File: src/ilp_pkg.sv
// Shared types, character codes and radix table for the integer literal parser.
package ilp_pkg;

    // Parser phase
    typedef enum logic [1:0] {
        PH_IDLE,
        PH_SIGN,
        PH_ZERO,
        PH_DIGS
    } t_phase;

    // Selected radix
    typedef enum logic [1:0] {
        RX_DEC,
        RX_HEX,
        RX_BIN,
        RX_OCT
    } t_radix;

    // Control state carried between characters
    typedef struct packed {
        t_phase phase;
        logic   negative;
        t_radix radix;
        logic   digit_seen;
    } t_ctl;

    // Result control produced by one character
    typedef struct packed {
        logic       emit;
        logic       ok;
        logic [7:0] end_char;
    } t_res;

    localparam logic [7:0] CHAR_SPACE     = 8'h20;
    localparam logic [7:0] CHAR_COMMA     = 8'h2C;
    localparam logic [7:0] CHAR_MINUS     = 8'h2D;
    localparam logic [7:0] CHAR_ZERO      = 8'h30;
    localparam logic [7:0] CHAR_ONE       = 8'h31;
    localparam logic [7:0] CHAR_NINE      = 8'h39;
    localparam logic [7:0] CHAR_LC_A      = 8'h61;
    localparam logic [7:0] CHAR_LC_B      = 8'h62;
    localparam logic [7:0] CHAR_LC_X      = 8'h78;
    localparam logic [7:0] CASE_FOLD      = 8'h20;
    localparam logic [7:0] DIG_LETTER_MIN = 8'd17;
    localparam logic [7:0] LETTER_GAP     = 8'd7;
    localparam logic [7:0] DIG_MAX        = 8'd9;

    // Number base for each radix code
    function automatic logic [7:0] radix_of(input t_radix rx);
        logic [7:0] r;
        unique case (rx)
            RX_DEC:  r = 8'd10;
            RX_HEX:  r = 8'd16;
            RX_BIN:  r = 8'd2;
            RX_OCT:  r = 8'd8;
            default: r = 8'd10;
        endcase
        return r;
    endfunction

endpackage

File: src/ilp_step.sv
// Next-state and result logic of the parser for one character.
module ilp_step
    import ilp_pkg::*;
#(
    parameter int VALUE_WIDTH = 32
) (
    input  logic [7:0]             i_char,
    input  t_ctl                   i_ctl,
    input  logic [VALUE_WIDTH-1:0] i_acc,
    output t_ctl                   o_ctl,
    output logic [VALUE_WIDTH-1:0] o_acc,
    output t_res                   o_res,
    output logic [VALUE_WIDTH-1:0] o_res_val
);

    t_radix                 rad_eff;
    logic [7:0]             rad_num;
    logic [7:0]             d_fold;
    logic [7:0]             d_sub;
    logic [7:0]             d_val;
    logic                   bad_letter;
    logic                   dig_end;
    logic [VALUE_WIDTH-1:0] dig_ext;
    logic [VALUE_WIDTH-1:0] acc_step;
    logic [VALUE_WIDTH-1:0] fin_val;

    // Radix in force for a digit in the current phase
    always_comb begin
        unique case (i_ctl.phase)
            PH_DIGS: rad_eff = i_ctl.radix;
            PH_ZERO: rad_eff = RX_OCT;
            default: rad_eff = RX_DEC;
        endcase
    end

    // Fold case, map the character onto a digit value and check it
    always_comb begin
        rad_num    = radix_of(rad_eff);
        d_fold     = (i_char >= CHAR_LC_A) ? i_char - CASE_FOLD : i_char;
        d_sub      = d_fold - CHAR_ZERO;
        bad_letter = 1'b0;
        d_val      = d_sub;
        if (d_sub >= DIG_LETTER_MIN) begin
            d_val      = d_sub - LETTER_GAP;
            bad_letter = (d_val <= DIG_MAX);
        end
        dig_end = (i_char <= CHAR_SPACE) || bad_letter || (d_val >= rad_num);
        dig_ext = {{(VALUE_WIDTH-4){1'b0}}, d_val[3:0]};
    end

    // Shift-add accumulate by the selected base
    always_comb begin
        case (rad_eff)
            RX_DEC:  acc_step = (i_acc << 3) + (i_acc << 1);
            RX_HEX:  acc_step = i_acc << 4;
            RX_BIN:  acc_step = i_acc << 1;
            default: acc_step = i_acc << 3;
        endcase
        acc_step = acc_step + dig_ext;
        fin_val  = i_ctl.negative ? (~i_acc + 1'b1) : i_acc;
    end

    // Phase decoder
    always_comb begin
        o_ctl           = i_ctl;
        o_acc           = i_acc;
        o_res.emit      = 1'b0;
        o_res.ok        = 1'b0;
        o_res.end_char  = i_char;
        o_res_val       = '0;
        unique case (i_ctl.phase)
            PH_IDLE, PH_SIGN: begin
                if (i_ctl.phase == PH_IDLE && i_char == CHAR_SPACE) begin
                    o_ctl = i_ctl;
                end else if (i_ctl.phase == PH_IDLE && i_char == CHAR_MINUS) begin
                    o_ctl.negative = 1'b1;
                    o_ctl.phase    = PH_SIGN;
                end else if (i_char == CHAR_ZERO) begin
                    o_ctl.phase = PH_ZERO;
                end else if (i_char >= CHAR_ONE && i_char <= CHAR_NINE) begin
                    // a decimal digit is always in range here
                    o_ctl.phase      = PH_DIGS;
                    o_ctl.radix      = RX_DEC;
                    o_ctl.digit_seen = 1'b1;
                    o_acc            = acc_step;
                end else begin
                    o_res.emit = 1'b1;
                end
            end
            PH_ZERO: begin
                if (i_char <= CHAR_SPACE || i_char == CHAR_COMMA) begin
                    o_res.emit = 1'b1;
                    o_res.ok   = 1'b1;
                end else if (i_char == CHAR_LC_X) begin
                    o_ctl.radix = RX_HEX;
                    o_ctl.phase = PH_DIGS;
                end else if (i_char == CHAR_LC_B) begin
                    o_ctl.radix = RX_BIN;
                    o_ctl.phase = PH_DIGS;
                end else if (i_char >= CHAR_ZERO && i_char <= CHAR_NINE) begin
                    if (dig_end) begin
                        // octal-illegal digit right after the leading zero
                        o_res.emit = 1'b1;
                        o_res.ok   = i_ctl.digit_seen;
                        o_res_val  = fin_val;
                    end else begin
                        o_ctl.radix      = RX_OCT;
                        o_ctl.phase      = PH_DIGS;
                        o_ctl.digit_seen = 1'b1;
                        o_acc            = acc_step;
                    end
                end else begin
                    o_res.emit = 1'b1;
                    o_res.ok   = 1'b1;
                end
            end
            PH_DIGS: begin
                if (dig_end) begin
                    o_res.emit = 1'b1;
                    o_res.ok   = i_ctl.digit_seen;
                    o_res_val  = fin_val;
                end else begin
                    o_ctl.digit_seen = 1'b1;
                    o_acc            = acc_step;
                end
            end
            default: begin
                o_res.emit = 1'b0;
            end
        endcase
        // Return to idle after every result
        if (o_res.emit) begin
            o_ctl.phase      = PH_IDLE;
            o_ctl.negative   = 1'b0;
            o_ctl.radix      = RX_DEC;
            o_ctl.digit_seen = 1'b0;
            o_acc            = '0;
        end
    end

endmodule

File: src/integer_literal_parser_core.sv
// A result appears on the outputs in the cycle after its ending character is taken.
// Throughput: one character per cycle while ready is high; the parse step is a single pass
// into the state registers, with the accumulate done as a shift-add by the selected base.
// Input ready drops only while a result sits in the output register and is not taken.
// Reset (synchronous, active low) returns the parser to idle with a cleared
// accumulator and an empty output register.
module integer_literal_parser_core
    import ilp_pkg::*;
#(
    parameter int VALUE_WIDTH = 32
) (
    input  logic               i_clk,
    input  logic               i_rst_n,
    input  logic               i_in_valid,
    output logic               o_in_ready,
    input  logic [7:0]         i_in_char,
    output logic               o_out_valid,
    input  logic               i_out_ready,
    output logic signed [31:0] o_value,
    output logic               o_ok,
    output logic [7:0]         o_end_char
);

    t_ctl                          r_ctl;
    t_ctl                          n_ctl;
    logic [VALUE_WIDTH-1:0]        r_acc;
    logic [VALUE_WIDTH-1:0]        n_acc;
    t_res                          step_res;
    logic [VALUE_WIDTH-1:0]        step_val;
    logic signed [VALUE_WIDTH-1:0] step_val_s;
    logic                          in_take;
    logic                          r_out_valid;
    logic signed [31:0]            r_value;
    logic                          r_ok;
    logic [7:0]                    r_end_char;

    ilp_step #(
        .VALUE_WIDTH(VALUE_WIDTH)
    ) u_step (
        .i_char    (i_in_char),
        .i_ctl     (r_ctl),
        .i_acc     (r_acc),
        .o_ctl     (n_ctl),
        .o_acc     (n_acc),
        .o_res     (step_res),
        .o_res_val (step_val)
    );

    // Take a request when the result register is free or draining
    assign o_in_ready = !r_out_valid || i_out_ready;
    assign in_take    = i_in_valid && o_in_ready;
    assign step_val_s = step_val;

    // Advance parser state
    always_ff @(posedge i_clk) begin
        if (!i_rst_n) begin
            r_ctl <= '{phase: PH_IDLE, negative: 1'b0, radix: RX_DEC, digit_seen: 1'b0};
            r_acc <= '0;
        end else if (in_take) begin
            r_ctl <= n_ctl;
            r_acc <= n_acc;
        end
    end

    // Hold the result until the consumer takes it
    always_ff @(posedge i_clk) begin
        if (!i_rst_n) begin
            r_out_valid <= 1'b0;
        end else if (in_take && step_res.emit) begin
            r_out_valid <= 1'b1;
        end else if (i_out_ready) begin
            r_out_valid <= 1'b0;
        end
    end

    // Load result payload, sign-extended or cut to 32 bits
    always_ff @(posedge i_clk) begin
        if (in_take && step_res.emit) begin
            r_value    <= 32'(step_val_s);
            r_ok       <= step_res.ok;
            r_end_char <= step_res.end_char;
        end
    end

    assign o_out_valid = r_out_valid;
    assign o_value     = r_value;
    assign o_ok        = r_ok;
    assign o_end_char  = r_end_char;

endmodule

File: config.mk
export PLATFORM = sky130hd
export DESIGN_NAME = integer_literal_parser_core
export DESIGN_NICKNAME = d
export VERILOG_FILES = /design/src/ilp_pkg.sv /design/src/ilp_step.sv /design/src/integer_literal_parser_core.sv
export SDC_FILE = /design/constraint.sdc
export NUM_CORES = 1
export LEC_CHECK = 0
export BUFFER_PORTS_ARGS = -buffer_cell sky130_fd_sc_hd__buf_4
export CELL_PAD_IN_SITES_DETAIL_PLACEMENT = 1
export CELL_PAD_IN_SITES_GLOBAL_PLACEMENT = 1
export CORE_AREA = 2 2 141 143
export DETAILED_ROUTE_END_ITERATION = 6
export DIE_AREA = 0 0 143 145
export PLACE_DENSITY_LB_ADDON = 0.05
export SLEW_MARGIN = 20
export SYNTH_ARGS = -nofsm -noshare
export SYNTH_HDL_FRONTEND = slang
export SYNTH_SLANG_ARGS = --single-unit
File: constraint.sdc
create_clock -name i_clk -period 6.3 [get_ports i_clk]
set_clock_uncertainty 0.1 [all_clocks]
set_input_delay 0.945 -clock i_clk [delete_from_list [all_inputs] [get_ports i_clk]]
set_output_delay 0.945 -clock i_clk [all_outputs]
set_load 0.05 [all_outputs]
==> impl_metrics.csv, run 1 <==
group,metric,value,unit
layout,postLayoutCellArea,8907,um2
floorplan,die_y,145,um
worst_setup_path,r2r_cells,15,
run,maxCapViolations,0,
logic_synthesis,synth_flop_cell,"edfxtp_1",
power,power_density,160.0,nW/um2
sta,worst_slew_pin_slew,736.2,ps
status,status,"finished clean",
logic_synthesis,synthCells,994,
power,p_sw,478.0,uW
global_route,grt_pass1_vias,7697,
sta,max_freq,0.1700,GHz
routing,firstDrtPassIters,5,
logic_synthesis,synth_compound_area_share,28.72,%
logic_synthesis,synth-edff-count,41,
clocking,clock_latency,350,ps
clocking,hold_buffers,0,
clocking,cts_tree,"done",
logic_synthesis,synth_top_area_share,15.24,%
logic_synthesis,synthesis.nets,1057,
power,switching_share,33.54,%
layout,area_growth,10.24,%
layout,fin_nets,1067,
sta,slew_headroom,49.65,%
power,pwr-share-seq,41.1,%
logic_synthesis,synth_top_cell_by_area,"edfxtp_1",
sta,setup_viol,0,
clocking,postCtsSetupBuffers,0,
logic_synthesis,synth_area,8080,um2
layout,layout_common_cells,"nand2_1, nor2_1, buf_4",
floorplan,core-area,19210,um2
layout,fin_cells,1274,
clocking,cts.sinks,80,
sta,hold_viol_final,0,
place,placedCellCount,1258,
routing,ant_nets,0,
layout,fillers,2344,
sta,min_period_over_period,93.39,%
floorplan,chipWidth,143,um
clocking,cts_buffers,9,
floorplan,rows,51,
clocking,htreeDepth,3,
logic_synthesis,synth_top_family_by_area,"compound AO/OA/AOI/OAI gates",
clocking,clockBufferDepth,2,
worst_setup_path,crit_type,"input port to register",
logic_synthesis,synth-simple-area-share,23.55,%
logic_synthesis,synth_area_leaders,"edfxtp_1, dfxtp_1, ha_1, xor2_1, nand2_1",
layout,layout-drive-gt1-share,13.18,%
logic_synthesis,synth-adder-area-share,8.083,%
routing,wl_met3,981,um
clocking,clkTransAtPathRegs,70,ps
power,vdd_ir_drop_max,0.1433,mV
layout,diodes,0,
worst_setup_path,cp-end-kind,"register",
global_route,grt.total_usage,25.21,%
power,clkPwrFrac,35.2,%
layout,mostFrequentLayoutCell,"nand2_1",
floorplan,ios,55,
sta,setup_tns,0,ps
worst_setup_path,cp.required,6450,ps
sta,slew_viol_final,0,
place,port-buffer-count,54,
logic_synthesis,synthMuxAreaShare,1.827,%
global_route,grt_max_degree,42,
routing,drc,0,
routing,totalWireLength,26.17,mm
power,p_int,947.2,uW
worst_setup_path,crit_arrival,6030,ps
global_route,grt_first_pass_wirelength,42.08,mm
routing,vias,7736,
routing,wl_per_cell,20.54,um
worst_setup_path,critPathMaxFanout,8,
min_path,holdCritPathClass,"register to register",
sta,rsz0062_at_grt,"no",
logic_synthesis,yosysWarnings,0,
routing,drt-met1-wl,12.48,mm
sta,fin_crit,5884,ps
logic_synthesis,postSynthAreaPerCell,8.129,um2
place,dp_hpwl,19.28,mm
floorplan,die-area,20740,um2
logic_synthesis,ys_seq_area_share,24.90,%
min_path,holdPathStages,2,
logic_synthesis,async_reset_ff_share,0,%
routing,drt_iter0_markers,374,
worst_setup_path,start_kind,"input port",
routing,dr_wl_met2,12.37,mm
clocking,clockRootBuffer,"clkbuf_16",
place,gp_congestion,0.8467,
place,post_dp_cell_area,8631,um2
routing,dr.max_layer_used,"met4",
routing,vias_per_cell,6.072,
power,power.leakage,0.003370,uW
global_route,grt-ovfl-total,0,
floorplan,initial_core_util,42.07,%
global_route,antenna_found_initial,0,
logic_synthesis,synth.distinct_cells,97,
clocking,cts_resized,0,
logic_synthesis,synthXorXnorAreaFrac,7.587,%
logic_synthesis,ys_ff_latch,80,
power,p_comb_share,23.7,%
final timing paths:
kind	startpoint	slack (ps)	end
setup / recovery	i_in_char[0]	420	r_acc[28]
hold reg to reg	r_ctl[0]	410	r_ctl[0]
hold / removal	r_ctl[0]	410	r_ctl[0]
setup reg to reg	r_ctl[4]	1420	r_acc[28]
stage by stage:
stage | util [%] | setup WS, ps | hold WS (ps) | power [uW]
after floorplan | - | 248.7 | 340.7 | 832.3
after global placement | 44.94 | 239.8 | 382.4 | 930.1
after detailed placement | 44.94 | 79.72 | 396.2 | 934.2
after CTS | 46.35 | 416.4 | 412.3 | 1439
after global routing | 46.37 | 0.4534 | 440.0 | 1488
final | 46.37 | 416.4 | 414.6 | 1425
kinds of logic after synthesis:
| group | after synthesis |
|---|---|
| simple gates | 363 |
| fa+ha+maj | 51 |
| buf+inv | 103 |
| flops | 80 |
| xor+xnor | 70 |
| mux | 14 |
| compound gates | 313 |
area by class of cell:
cell class / instances / area [um2] / share of cell area [%]
Timing Repair Buffer: 71 / 533.0 / 5.984
Multi-Input combinational cell: 811 / 5643 / 63.35
Tap cell: 265 / 331.6 / 3.722
Inverter: 31 / 116.4 / 1.306
Sequential cell: 80 / 2012 / 22.59
Clock buffer: 10 / 229.0 / 2.571
Clock inverter: 6 / 42.54 / 0.4776
power by group through the flow:
stage / Combinational, uW / Clock (uW) / Sequential [uW]
finish: 337 / 502 / 586
detailed placement: 337 / 0 / 597
global placement: 332 / 0 / 598
floorplan: 187 / 0 / 645
CTS: 338 / 515 / 586
global route: 367 / 533 / 588
Yosys cell counts, types with 11 or more instances:
library cell and count:
xor2_1 46, o31ai_1 17, nand3_1 42, a21oi_1 51, a221oi_1 19, a21boi_0 20
nand4_1 19, nand2b_1 15, o21ai_0 55, nor3_1 16, edfxtp_1 41, or3_1 11
buf_2 15, inv_1 30, xnor2_1 24, clkbuf_1 39, a21o_1 12, a221o_1 14
a211oi_1 12, dfxtp_1 39, ha_1 49, a31oi_1 13, buf_1 11, nand2_1 91
nor2_1 87
layer usage:
layer | GRT usage (%) | vias up
met2 | 41.48 | 154
met5 | 0 | -
met4 | 5.149 | 0
li1 | - | 3750
met1 | 34.95 | 3807
met3 | 3.795 | 25
registers in the layout, indices dropped and copies added (netlist names):
signal       count
o_end_char       8
r_acc           32
o_out_valid      1
o_value         32
o_ok             1
r_ctl            6
critical path, stage by stage:
cell,delay (ps)
buf_4,140
inv_1,210
ha_1,230
or4b_1,470
o21ai_0,170
a21o_1,180
ha_1,170
inv_1,90
a211oi_1,290
nor2_1,100
nor2_1,290
a21oi_1,90
xor2_1,170
ha_1,340
a21oi_1,110
nor3_1,350
nor4b_1,470
nand3_1,240
nor4_2,340
nand4_1,160
xor2_1,180
a211oi_1,280
Note: power is estimated with default switching activity, not from simulation.
==> run 2: changes to the inputs <==
- ABC_AREA: not set -> 1
- CORE_AREA: 2 2 141 143 -> 2 2 144 146
- DIE_AREA: 0 0 143 145 -> 0 0 146 148
==> run 2 against run 1 <==
Net effect: global-route usage decreased by 0.071 points; flip-flop and latch count unchanged; fmax increased by 9.1%; sequential share of layout area increased by 0.39 points; cell area decreased by 1.7%; sequential power increased by 2%; critical path depth increased by 13; die area increased by 4.2%.
==> impl_metrics.csv, run 2 <==
group,metric,value,unit
status,status,"finished clean",
power,p_int,999.3,uW
global_route,grt_pass1_vias,8120,
layout,layout-drive-gt1-share,11.07,%
logic_synthesis,ys_top_cells_by_count,"nand2_1, nor2_1, inv_1",
layout,fillers,2700,
place,port-buffer-count,54,
layout,multiInputGateArea,5105,um2
clocking,clockRootBuffer,"clkbuf_16",
worst_setup_path,slowest_delay,300,ps
power,clkPwrFrac,35.7,%
logic_synthesis,synth_flop_cell,"edfxtp_1",
sta,fin_crit,5394,ps
logic_synthesis,synthesis.nets,1254,
clocking,postCtsSetupBuffers,0,
logic_synthesis,synth_most_common_cell,"nand2_1",
worst_setup_path,crit_type,"input port to register",
power,power.leakage,0.003792,uW
logic_synthesis,postSynthAreaPerCell,6.589,um2
power,power_density,175.8,nW/um2
floorplan,ios,55,
min_path,hp-start,"r_ctl[2]",
routing,vias,8113,
power,p_sw,540.6,uW
power,vdd_ir_drop_max,0.1239,mV
sta,slew_headroom,40.27,%
logic_synthesis,synth_area_leaders,"edfxtp_1, nand2_1, dfxtp_1, ha_1, nor2_1",
min_path,holdCritPathClass,"register to register",
routing,ant_nets,0,
sta,slew_viol_final,0,
worst_setup_path,reg2reg_from,"r_ctl[4]",
clocking,clkTransAtPathRegs,70,ps
worst_setup_path,rr_endpoint,"r_acc[29]",
power,pwr-share-seq,38.7,%
layout,diodes,0,
logic_synthesis,synth.distinct_cells,54,
logic_synthesis,async_reset_ff_share,0,%
worst_setup_path,critPathMaxFanout,7,
sta,max_freq,0.1854,GHz
logic_synthesis,ys_seq_area_share,25.64,%
logic_synthesis,synthCells,1191,
routing,totalWireLength,26.78,mm
clocking,htreeDepth,3,
routing,drt_iter0_markers,460,
worst_setup_path,slowest_stage,"ha_1",
min_path,holdPathStages,1,
logic_synthesis,synth_area,7848,um2
place,placedCellCount,1482,
worst_setup_path,crit_arrival,5550,ps
sta,hold_viol_final,0,
worst_setup_path,r2r_cells,23,
clocking,cts_buffers,9,
clocking,cts.sinks,80,
floorplan,die_y,148,um
routing,vias_per_cell,5.416,
layout,mostFrequentLayoutCell,"nand2_1",
routing,wl_per_cell,17.88,um
logic_synthesis,synth_top_area_share,15.69,%
layout,area_growth,11.59,%
global_route,top_usage_layer,"met2",
global_route,grt.total_usage,25.14,%
clocking,cts_tree,"done",
sta,setup_tns,0,ps
logic_synthesis,synth_top_cell_by_area,"edfxtp_1",
global_route,grt_max_degree,36,
sta,rsz0062_at_grt,"no",
layout,final_util,43.70,%
worst_setup_path,cp-end-kind,"register",
logic_synthesis,yosysWarnings,0,
clocking,clockBufferDepth,2,
logic_synthesis,ys_ff_latch,80,
layout,fin_nets,1286,
place,gp_congestion,0.9161,
layout,layout_common_cells,"nand2_1, nor2_1, inv_1",
sta,worst_slew_pin_slew,895.0,ps
layout,fin_cells,1498,
min_path,holdPathEnd,"r_ctl[2]",
floorplan,chipWidth,146,um
worst_setup_path,reg2reg_slack,1430,ps
global_route,grt-ovfl-total,0,
global_route,grt_first_pass_wirelength,43.27,mm
power,power.total,1540,uW
run,maxCapViolations,0,
routing,firstDrtPassIters,5,
routing,drc,0,
global_route,antenna_found_initial,0,
floorplan,initial_core_util,39.16,%
floorplan,rows,52,
sta,setup_viol,0,
sta,min_period_over_period,85.61,%
worst_setup_path,start_kind,"input port",
global_route,met3_usage,2.469,%
global_route,grt_util_met1,35.85,%
logic_synthesis,synth-edff-count,41,
floorplan,die-area,21610,um2
place,dp_hpwl,21.00,mm
clocking,clock_latency,350,ps
worst_setup_path,cpMostUsedCell,"nand2_1",
clocking,hold_buffers,0,
power,p_comb_share,25.6,%
clocking,cts_resized,0,
global_route,grtUsageMet2,40.33,%
layout,regArea,2012,um2
floorplan,core-area,20040,um2
worst_setup_path,cp.required,6450,ps
power,switching_share,35.11,%
==> run 2: layout make-up <==
type | count | share of cell area [%]
repair buffers | 65 | 5.572
flip-flops and latches | 80 | 22.97
clock buffers | 9 | 2.572
inverters | 135 | 5.844
clock inverters | 7 | 0.8858
multi-input cells | 932 | 58.29
well taps | 270 | 3.858
==> run 2: how the worst max path moves through the flow <==
stage | start | endpoint | slack [ps] | depth (start not counted)
floorplan | i_in_char[0] | o_end_char[0] | 1190 | 30
detailed placement | i_in_char[0] | r_acc[29] | 560 | 35
CTS | i_in_char[0] | r_acc[29] | 890 | 35
global route | i_in_char[0] | r_acc[29] | 370 | 35
finish | i_in_char[0] | r_acc[29] | 910 | 35
global placement | i_in_char[0] | r_acc[29] | 770 | 35
==> run 2: critical path: cells and delay by family <==
family / cells / cell delay, ps
AOI/OAI and AO/OA: 3 / 360
adders and majority gates: 4 / 980
buffers and inverters: 5 / 460
and+or+nand+nor: 23 / 2800
==> run 2: metal layers <==
layer	wire length, um	vias up
met3	958	35
li1	-	4024
met2	12110	153
met1	13130	3901
met4	589	0
met5	0	-
==> run 2: cell families after synthesis <==
family	after synthesis	synth area share (%)
and+or+nand+nor	605	34.07
buffers and inverters	179	9.311
xor gates and xnor gates	49	5.469
adders and majority gates	51	8.323
DFF	80	25.64
AOI/OAI and AO/OA	227	17.19
==> run 2: power by group through the flow <==
stage	clock (uW)	sequential [uW]	combinational [uW]
after floorplan	0	652	228
after global placement	0	606	384
after detailed placement	0	607	390
after CTS	561	595	394
after global routing	585	599	432
final	550	596	394
==> run 2: per-stage QoR <==
stage	setup WS (ps)	area, um2	hold slack (ps)
detailed placement	557.3	8454	388.1
global placement	774.8	8454	380.3
finish	906.3	8757	399.9
global route	366.7	8757	418.6
floorplan	1194	7848	340.9
CTS	886.1	8757	399.3
